===== src/rtl/escdec_pkg.sv =====
package escdec_pkg;

  // default saturation point of the internal byte counter
  localparam int unsigned MAX_COUNT_DEF = 255;

  localparam int unsigned CHAR_W = 8;
  localparam int unsigned LEN_W  = 8;

  // conversion phase, one-hot
  typedef enum logic [5:0] {
    PH_IDLE   = 6'b000001,
    PH_ESC    = 6'b000010,
    PH_XFIRST = 6'b000100,
    PH_HEX    = 6'b001000,
    PH_PREFIX = 6'b010000,
    PH_OCT    = 6'b100000
  } phase_t;

  typedef enum logic [1:0] {
    ST_OK     = 2'd0,
    ST_NO_HEX = 2'd1,
    ST_RANGE  = 2'd2
  } status_t;

  // characters with a meaning to the decoder
  localparam logic [7:0] CH_NUL    = 8'h00;
  localparam logic [7:0] CH_BSLASH = 8'h5C;
  localparam logic [7:0] CH_ZERO   = 8'h30;
  localparam logic [7:0] CH_SEVEN  = 8'h37;
  localparam logic [7:0] CH_NINE   = 8'h39;
  localparam logic [7:0] CH_LO_A   = 8'h61;
  localparam logic [7:0] CH_LO_F   = 8'h66;
  localparam logic [7:0] CH_UP_A   = 8'h41;
  localparam logic [7:0] CH_UP_F   = 8'h46;
  localparam logic [7:0] CH_LO_X   = 8'h78;
  localparam logic [7:0] CH_UP_X   = 8'h58;
  localparam logic [7:0] CH_LO_B   = 8'h62;
  localparam logic [7:0] CH_LO_N   = 8'h6E;
  localparam logic [7:0] CH_LO_R   = 8'h72;
  localparam logic [7:0] CH_LO_T   = 8'h74;
  localparam logic [7:0] CH_LO_V   = 8'h76;

  // control codes produced by named escapes
  localparam logic [7:0] CODE_BEL = 8'd7;
  localparam logic [7:0] CODE_BS  = 8'd8;
  localparam logic [7:0] CODE_HT  = 8'd9;
  localparam logic [7:0] CODE_LF  = 8'd10;
  localparam logic [7:0] CODE_VT  = 8'd11;
  localparam logic [7:0] CODE_FF  = 8'd12;
  localparam logic [7:0] CODE_CR  = 8'd13;

  typedef struct packed {
    logic            valid;
    logic [3:0]      val;
  } digit_t;

  typedef struct packed {
    status_t            status;
    logic [LEN_W-1:0]   len;
    logic [CHAR_W-1:0]  value;
  } result_t;

  function automatic digit_t hex_digit(input logic [7:0] c);
    digit_t d;
    d.valid = 1'b1;
    d.val   = 4'd0;
    if (c >= CH_ZERO && c <= CH_NINE) begin
      d.val = 4'(c - CH_ZERO);
    end else if (c >= CH_LO_A && c <= CH_LO_F) begin
      d.val = 4'(c - CH_LO_A + 8'd10);
    end else if (c >= CH_UP_A && c <= CH_UP_F) begin
      d.val = 4'(c - CH_UP_A + 8'd10);
    end else begin
      d.valid = 1'b0;
    end
    return d;
  endfunction

  function automatic logic is_oct(input logic [7:0] c);
    return (c >= CH_ZERO) && (c <= CH_SEVEN);
  endfunction

endpackage


===== src/rtl/escape_sequence_char_decoder_top.sv =====
// escape sequence character decoder
// decodes one character from the head of a byte string, in the style of a
// c string escape: plain byte, named escape, literal after backslash,
// greedy hex (\x, with an optional 0x prefix) or greedy octal digits
// input stream: one byte per request in s_tdata, s_tuser marks the first
//   byte of a conversion (and abandons any conversion still running)
// output stream: one request per finished conversion carrying the decoded
//   value, the bytes consumed from the string start and a status code
// result: the byte that completes the conversion writes its result into the
//   output register, or into the skid register while the output stalls; a
//   non-digit that ends a number completes it but is not counted
// throughput: one byte per cycle while s_tready is high; all decoding is a
//   single pass of logic from the state registers into the result register
// bytes arriving with no conversion running are dropped without a result
// reset: phase returns to idle, counters clear and the output registers empty
// stall: a two-deep output (result register plus skid register) keeps
//   s_tready high while one result waits; with both full, s_tready drops
//   until m_tready frees a slot
module escape_sequence_char_decoder_top #(
  parameter int unsigned MAX_COUNT = escdec_pkg::MAX_COUNT_DEF
) (
  input  logic        clk,
  input  logic        rst,
  input  logic        s_tvalid,
  output logic        s_tready,
  input  logic [7:0]  s_tdata,   // [7:0] char_in
  input  logic [0:0]  s_tuser,   // [0] start_req
  output logic        m_tvalid,
  input  logic        m_tready,
  output logic [23:0] m_tdata    // [7:0] decoded_value, [15:8] consumed_len,
                                 // [17:16] status, [23:18] zero
);

  localparam int unsigned CNT_W = $clog2(MAX_COUNT + 1);
  localparam int unsigned EXT_W = (CNT_W > escdec_pkg::LEN_W) ? CNT_W : escdec_pkg::LEN_W;

  // conversion state
  escdec_pkg::phase_t phase, phase_next;
  logic [7:0]         acc, acc_next;
  logic               ovf, ovf_next;
  logic [CNT_W-1:0]   count, count_next;
  logic               lone, lone_next;

  // output buffering
  escdec_pkg::result_t out_res, skid_res;
  logic                out_valid, skid_valid;

  // result of the current byte
  escdec_pkg::result_t res;
  logic                res_valid;

  logic                accept;
  logic [7:0]          c;
  logic                start;
  escdec_pkg::digit_t  hd;
  logic [CNT_W:0]      sum1, sum2;
  logic [CNT_W-1:0]    cnt_inc1, cnt_inc2;
  logic [11:0]         hex_acc;
  logic [10:0]         oct_acc;
  logic [EXT_W-1:0]    cnt_ext, inc1_ext;
  logic [7:0]          len_now, len_inc1;

  assign accept = s_tvalid && s_tready;
  assign c      = s_tdata;
  assign start  = s_tuser[0];
  assign hd     = escdec_pkg::hex_digit(c);

  // saturating byte count, one and two ahead
  assign sum1     = {1'b0, count} + (CNT_W+1)'(1);
  assign sum2     = {1'b0, count} + (CNT_W+1)'(2);
  assign cnt_inc1 = (sum1 > (CNT_W+1)'(MAX_COUNT)) ? CNT_W'(MAX_COUNT) : sum1[CNT_W-1:0];
  assign cnt_inc2 = (sum2 > (CNT_W+1)'(MAX_COUNT)) ? CNT_W'(MAX_COUNT) : sum2[CNT_W-1:0];

  // reported length saturates at 255
  assign cnt_ext  = EXT_W'(count);
  assign inc1_ext = EXT_W'(cnt_inc1);
  assign len_now  = (cnt_ext > EXT_W'(255)) ? 8'hFF : cnt_ext[7:0];
  assign len_inc1 = (inc1_ext > EXT_W'(255)) ? 8'hFF : inc1_ext[7:0];

  // next digit folded into the accumulator
  assign hex_acc = {acc, 4'b0000} + 12'(hd.val);
  assign oct_acc = {acc, 3'b000} + 11'(c - escdec_pkg::CH_ZERO);

  always_comb begin
    phase_next = phase;
    acc_next   = acc;
    ovf_next   = ovf;
    count_next = count;
    lone_next  = lone;
    res_valid  = 1'b0;
    res.value  = 8'd0;
    res.len    = 8'd0;
    res.status = escdec_pkg::ST_OK;

    if (start) begin
      acc_next   = 8'd0;
      ovf_next   = 1'b0;
      lone_next  = 1'b0;
      count_next = '0;
      phase_next = escdec_pkg::PH_IDLE;
      if (c == escdec_pkg::CH_NUL) begin
        res_valid = 1'b1;
      end else if (c == escdec_pkg::CH_BSLASH) begin
        count_next = CNT_W'(1);
        phase_next = escdec_pkg::PH_ESC;
      end else begin
        res_valid = 1'b1;
        res.value = c;
        res.len   = 8'd1;
      end
    end else begin
      unique case (phase)
        escdec_pkg::PH_ESC: begin
          count_next = cnt_inc1;
          res.len    = len_inc1;
          res_valid  = 1'b1;
          phase_next = escdec_pkg::PH_IDLE;
          unique case (c)
            escdec_pkg::CH_LO_A: res.value = escdec_pkg::CODE_BEL;
            escdec_pkg::CH_LO_B: res.value = escdec_pkg::CODE_BS;
            escdec_pkg::CH_LO_F: res.value = escdec_pkg::CODE_FF;
            escdec_pkg::CH_LO_N: res.value = escdec_pkg::CODE_LF;
            escdec_pkg::CH_LO_R: res.value = escdec_pkg::CODE_CR;
            escdec_pkg::CH_LO_T: res.value = escdec_pkg::CODE_HT;
            escdec_pkg::CH_LO_V: res.value = escdec_pkg::CODE_VT;
            escdec_pkg::CH_LO_X: begin
              res_valid  = 1'b0;
              phase_next = escdec_pkg::PH_XFIRST;
            end
            default: begin
              if (escdec_pkg::is_oct(c)) begin
                res_valid  = 1'b0;
                acc_next   = c - escdec_pkg::CH_ZERO;
                ovf_next   = 1'b0;
                phase_next = escdec_pkg::PH_OCT;
              end else begin
                res.value = c;
              end
            end
          endcase
        end

        escdec_pkg::PH_XFIRST: begin
          if (!hd.valid) begin
            res_valid  = 1'b1;
            res.status = escdec_pkg::ST_NO_HEX;
            phase_next = escdec_pkg::PH_IDLE;
          end else begin
            count_next = cnt_inc1;
            acc_next   = 8'(hd.val);
            ovf_next   = 1'b0;
            lone_next  = (c == escdec_pkg::CH_ZERO);
            phase_next = escdec_pkg::PH_HEX;
          end
        end

        escdec_pkg::PH_HEX: begin
          if (hd.valid) begin
            count_next = cnt_inc1;
            acc_next   = hex_acc[7:0];
            if (hex_acc[11:8] != 4'd0) begin
              ovf_next = 1'b1;
            end
            lone_next  = 1'b0;
          end else if (lone && (c == escdec_pkg::CH_LO_X || c == escdec_pkg::CH_UP_X)) begin
            lone_next  = 1'b0;
            phase_next = escdec_pkg::PH_PREFIX;
          end else begin
            res_valid  = 1'b1;
            res.len    = len_now;
            res.value  = ovf ? 8'hFF : acc;
            res.status = ovf ? escdec_pkg::ST_RANGE : escdec_pkg::ST_OK;
            phase_next = escdec_pkg::PH_IDLE;
          end
        end

        escdec_pkg::PH_PREFIX: begin
          if (!hd.valid) begin
            // lone zero before the x is the whole number
            res_valid  = 1'b1;
            res.len    = len_now;
            phase_next = escdec_pkg::PH_IDLE;
          end else begin
            count_next = cnt_inc2;
            acc_next   = 8'(hd.val);
            ovf_next   = 1'b0;
            phase_next = escdec_pkg::PH_HEX;
          end
        end

        escdec_pkg::PH_OCT: begin
          if (escdec_pkg::is_oct(c)) begin
            count_next = cnt_inc1;
            acc_next   = oct_acc[7:0];
            if (oct_acc[10:8] != 3'd0) begin
              ovf_next = 1'b1;
            end
          end else begin
            res_valid  = 1'b1;
            res.len    = len_now;
            res.value  = ovf ? 8'hFF : acc;
            res.status = ovf ? escdec_pkg::ST_RANGE : escdec_pkg::ST_OK;
            phase_next = escdec_pkg::PH_IDLE;
          end
        end

        default: begin
          // idle, byte outside any conversion is dropped
          phase_next = escdec_pkg::PH_IDLE;
        end
      endcase
    end
  end

  // state registers
  always_ff @(posedge clk) begin
    if (rst) begin
      phase <= escdec_pkg::PH_IDLE;
      acc   <= 8'd0;
      ovf   <= 1'b0;
      count <= '0;
      lone  <= 1'b0;
    end else if (accept) begin
      phase <= phase_next;
      acc   <= acc_next;
      ovf   <= ovf_next;
      count <= count_next;
      lone  <= lone_next;
    end
  end

  // output register with skid stage
  assign s_tready = !skid_valid;
  assign m_tvalid = out_valid;
  assign m_tdata  = {6'd0, out_res};

  always_ff @(posedge clk) begin
    if (rst) begin
      out_valid  <= 1'b0;
      skid_valid <= 1'b0;
    end else begin
      if (m_tready || !out_valid) begin
        if (skid_valid) begin
          out_valid  <= 1'b1;
          skid_valid <= 1'b0;
        end else begin
          out_valid <= accept && res_valid;
        end
      end else if (accept && res_valid) begin
        skid_valid <= 1'b1;
      end
    end
  end

  // payload, no reset needed
  always_ff @(posedge clk) begin
    if (m_tready || !out_valid) begin
      if (skid_valid) begin
        out_res <= skid_res;
      end else if (accept && res_valid) begin
        out_res <= res;
      end
    end else if (accept && res_valid) begin
      skid_res <= res;
    end
  end

endmodule

===== config.mk =====
export PLATFORM = sky130hd
export DESIGN_NAME = escape_sequence_char_decoder_top
export DESIGN_NICKNAME = d
export VERILOG_FILES = /design/src/rtl/escdec_pkg.sv /design/src/rtl/escape_sequence_char_decoder_top.sv
export SDC_FILE = /design/constraint.sdc
export NUM_CORES = 1
export LEC_CHECK = 0
export BUFFER_PORTS_ARGS = -buffer_cell sky130_fd_sc_hd__buf_2
export CAP_MARGIN = 25
export CORE_ASPECT_RATIO = 1.25
export CORE_MARGIN = 2
export CORE_UTILIZATION = 61
export CTS_CLUSTER_SIZE = 16
export DETAILED_ROUTE_END_ITERATION = 6
export PLACE_DENSITY_LB_ADDON = 0.3
export SLEW_MARGIN = 20
export SYNTH_ARGS = -nofsm -noshare
export SYNTH_HDL_FRONTEND = slang
export SYNTH_SLANG_ARGS = --single-unit

===== constraint.sdc =====
create_clock -name clk -period 5 [get_ports clk]
set_clock_uncertainty 0.2 [all_clocks]
set_input_delay 0.5 -clock clk [delete_from_list [all_inputs] [get_ports clk]]
set_output_delay 0.5 -clock clk [all_outputs]
set_load 0.01 [all_outputs]

==> flow_summary.ini <==
[status]
status = finished clean

[floorplanning]
initial_core_util_pct = 62.99
core.rowCount = 36
die_y_um = 104.3
fp.dieW_um = 84.23
coreArea_um2 = 7792
num_io_pins = 39
die-area_um2 = 8784

[worst_hold_path]
worstHoldPathType = flop to flop
holdCritStartpoint = acc[5]

[power_and_ir_drop]
max-vdd-ir-drop_mv = 0.2800
pwr-share-seq_pct = 45.6
comb_power_share_pct = 12.1
switchingPower_mw = 0.3358
power.density_nw_per_um2 = 233.6
p_leak_nw = 1.922
switching_share_pct = 27.39
clkPwrFrac_pct = 42.3
internal_power_mw = 0.8900

[critical_path]
crit_arrival_ps = 3030
cp_max_fo = 18
worstSetupPathType = flop to flop
path_delay_family = simple AND/OR/NAND/NOR gates
cpPeakStageDelay_ps = 670
cp.required_ps = 4840
cp-startpoint = phase[5]
cp_slowest_cell = dfxtp_1
crit_chain = or3b_2 -> nor2_1 -> a21oi_1 -> o221ai_1 -> a21oi_1 -> nor2b_1 -> buf_4
crit_path_end_kind = flop
critPathBufInv = 1
cp-start-kind = flop
crit_top_cell = a21oi_1
r2r_start = phase[5]

[drt]
avgViaCountPerCell = 7.067
firstDrtPassIters = 5
via_count = 4728
routed_wirelength_um = 14230
drt-initial-drc-count = 490
wl_per_cell_um = 21.28
ant_nets = 0
drc = 0

[final_layout]
drive_gt1_share_pct = 13.94
areaGrowthSynthToFinish_pct = 6.908
n_antenna_cell = 0
final_util_pct = 67.34
nets = 605

[clocking]
clk_latency_ps = 350
ctsHoldBuffers = 0
cts_root_buf = clkbuf_8
cts_tree = yes
clockBufferDepth = 2
cts_setup_buffers = 0
cts-buffers-inserted = 9
clock-sinks = 62
h-tree-depth = 3
clkTransAtPathRegs_ps = 80
ctsResizeCount = 0

[timing]
finalSetupTns_ps = 0
slew_headroom_pct = 55.03
slew_viol_final = 0
fmax_mhz = 313.7
report.final.hold_viol_count = 0
period_share_pct = 63.76
rsz0062_at_grt = no
finalCriticalPeriod_ps = 3188
worst_pin_slew_ps = 672.1
finalSetupViolCount = 0

[logic_synthesis]
synthFlopType = edfxtp_1
muxShareOfSynthArea_pct = 3.569
ys_types = 85
synth_edf_count = 36
ys_ff_latch = 62
synth_warnings = 0
synth_compound_area_share_pct = 28.14
seq_area_frac_synth_pct = 32.63
synth_cells = 562
syn_area_um2 = 4908
synth_fa_ha_area_share_pct = 6.220
synth_top_family_by_area = compound AO/OA/AOI/OAI gates
avgSynthCellArea_um2 = 8.734
synthArstFlopShare_pct = 0
synth-xor-area-share_pct = 2.498
synth-simple-area-share_pct = 21.03

[placed_design]
dp_hpwl_um = 10200
routabilityCongestion = 0.9628
io_buffer_count = 32

[global_routing]
antenna_found_initial = 0
grt_pass1_vias = 4549
grt_overflow_total = 0
grt_max_degree = 31
grt_usage_pct = 32.65
grt_pass1_wl_um = 23070

[run]
drv_cap = 0
==> cell usage in the layout, fill, tap and decap left out, types with 8 or more instances in the layout <==
| master | n |
|---|---|
| buf_2 | 32 |
| edfxtp_1 | 36 |
| a21oi_1 | 38 |
| o211ai_1 | 9 |
| a211o_1 | 8 |
| nor2_1 | 45 |
| or3_1 | 8 |
| a21o_1 | 9 |
| mux2_2 | 8 |
| nand2_1 | 50 |
| clkbuf_8 | 9 |
| o21ai_0 | 25 |
| inv_1 | 18 |
| nand3_1 | 19 |
| ha_1 | 22 |
| dfxtp_1 | 26 |
| a22oi_1 | 11 |
| a211oi_1 | 9 |
| nor3_1 | 10 |
==> logic make-up (layout without fill, tap and decap cells) <==
| kind of cell | Yosys count | after routing |
|---|---|---|
| muxes | 16 | 16 |
| DFF | 62 | 62 |
| xor gates and xnor gates | 14 | 14 |
| adders and majority gates | 24 | 24 |
| and+or+nand+nor | 197 | 197 |
| buffers and inverters | 63 | 70 |
| AOI/OAI and AO/OA | 185 | 185 |
| other | 1 | 6 |
==> power groups by stage <==
stage	clock [mW]	combinational, mW	sequential, mW
finish	0.519	0.149	0.558
detailed placement	0	0.145	0.570
floorplan	0	0.105	0.570
global placement	0	0.140	0.569
CTS	0.522	0.146	0.558
global route	0.544	0.163	0.560
==> per-layer routing <==
layer	track usage (%)	routed length, µm	vias to the layer above
met3	5.873	1002	66
met5	0	0	-
met1	38.88	5426	2223
met4	19.12	768	0
met2	54.48	7035	272
li1	-	-	2167
==> worst reg2reg max path: stages, from the launching register on <==
cell	delay, ps
dfxtp_1	670
or3b_2	520
nor2_1	550
a21oi_1	100
o221ai_1	260
a21oi_1	150
nor2b_1	150
buf_4	270
==> synthesized netlist by cell type, drive strengths merged, types with 4 or more instances <==
library cell   n  area [µm²]
or3            8       50.05
a22o           4       35.03
a22oi         11       82.58
nand3b         4       30.03
nand2b         7       43.79
nor2          45       168.9
mux2           9       105.1
a21o           9       67.56
nor2b          4       25.02
clkbuf        24       90.09
ha            22       275.3
xor2           7       61.31
a21oi         38       190.2
nand4          6       37.54
a211o          8       70.07
o211ai         9       67.56
a31oi          4       25.02
inv           18       67.56
a211oi        10       80.07
o31ai          4       30.03
o31a           4       35.03
nand3         19       95.09
dfxtp         26       520.5
o21ai         26       130.1
or4            4       30.03
nor3          11       60.06
o32ai          5       43.79
o22ai          6       37.54
edfxtp        36        1081
mux2i          7       70.07
buf           20       125.1
nand2         50       187.7
nor4           4       31.28
and3           7       43.79
or2            7       43.79
xnor2          7       61.31
a32oi          4       42.55
==> final timing paths <==
kind	to	slack, ps	cells past startpoint
setup / recovery	m_tdata[1]	1810	7
setup reg to reg	m_tdata[1]	1810	7
hold reg to reg	acc[5]	310	2
hold / removal	acc[5]	310	2
==> metrics by stage <==
step / setup slack [ps] / instances / power [mW] / area, µm² / hold WS, ps
floorplan: 1466 / 567 / 0.6748 / 4927 / 251.4
global placement: 1564 / 653 / 0.7098 / 5020 / 290.1
detailed placement: 1524 / 653 / 0.7146 / 5020 / 301.9
CTS: 1887 / 669 / 1.226 / 5248 / 312.9
global route: 1637 / 669 / 1.266 / 5248 / 338.1
finish: 1812 / 669 / 1.226 / 5248 / 310.1
==> area by class of cell <==
cell class | count | area, µm²
inverter | 19 | 71.32
fill | 667 | 2545
multi-input combinational | 442 | 3045
sequential | 62 | 1602
clock inverter | 7 | 103.9
timing repair buffer | 35 | 182.7
tap | 95 | 118.9
clock buffer | 9 | 123.9
==> state kept, by name (all words and copies together) (netlist names) <==
signal      cells
phase           6
skid_res       18
m_tdata        18
cnt_ext         8
lone            1
m_tvalid        1
acc             8
ovf             1
skid_valid      1
Note: power is estimated with default switching activity, not from simulation.
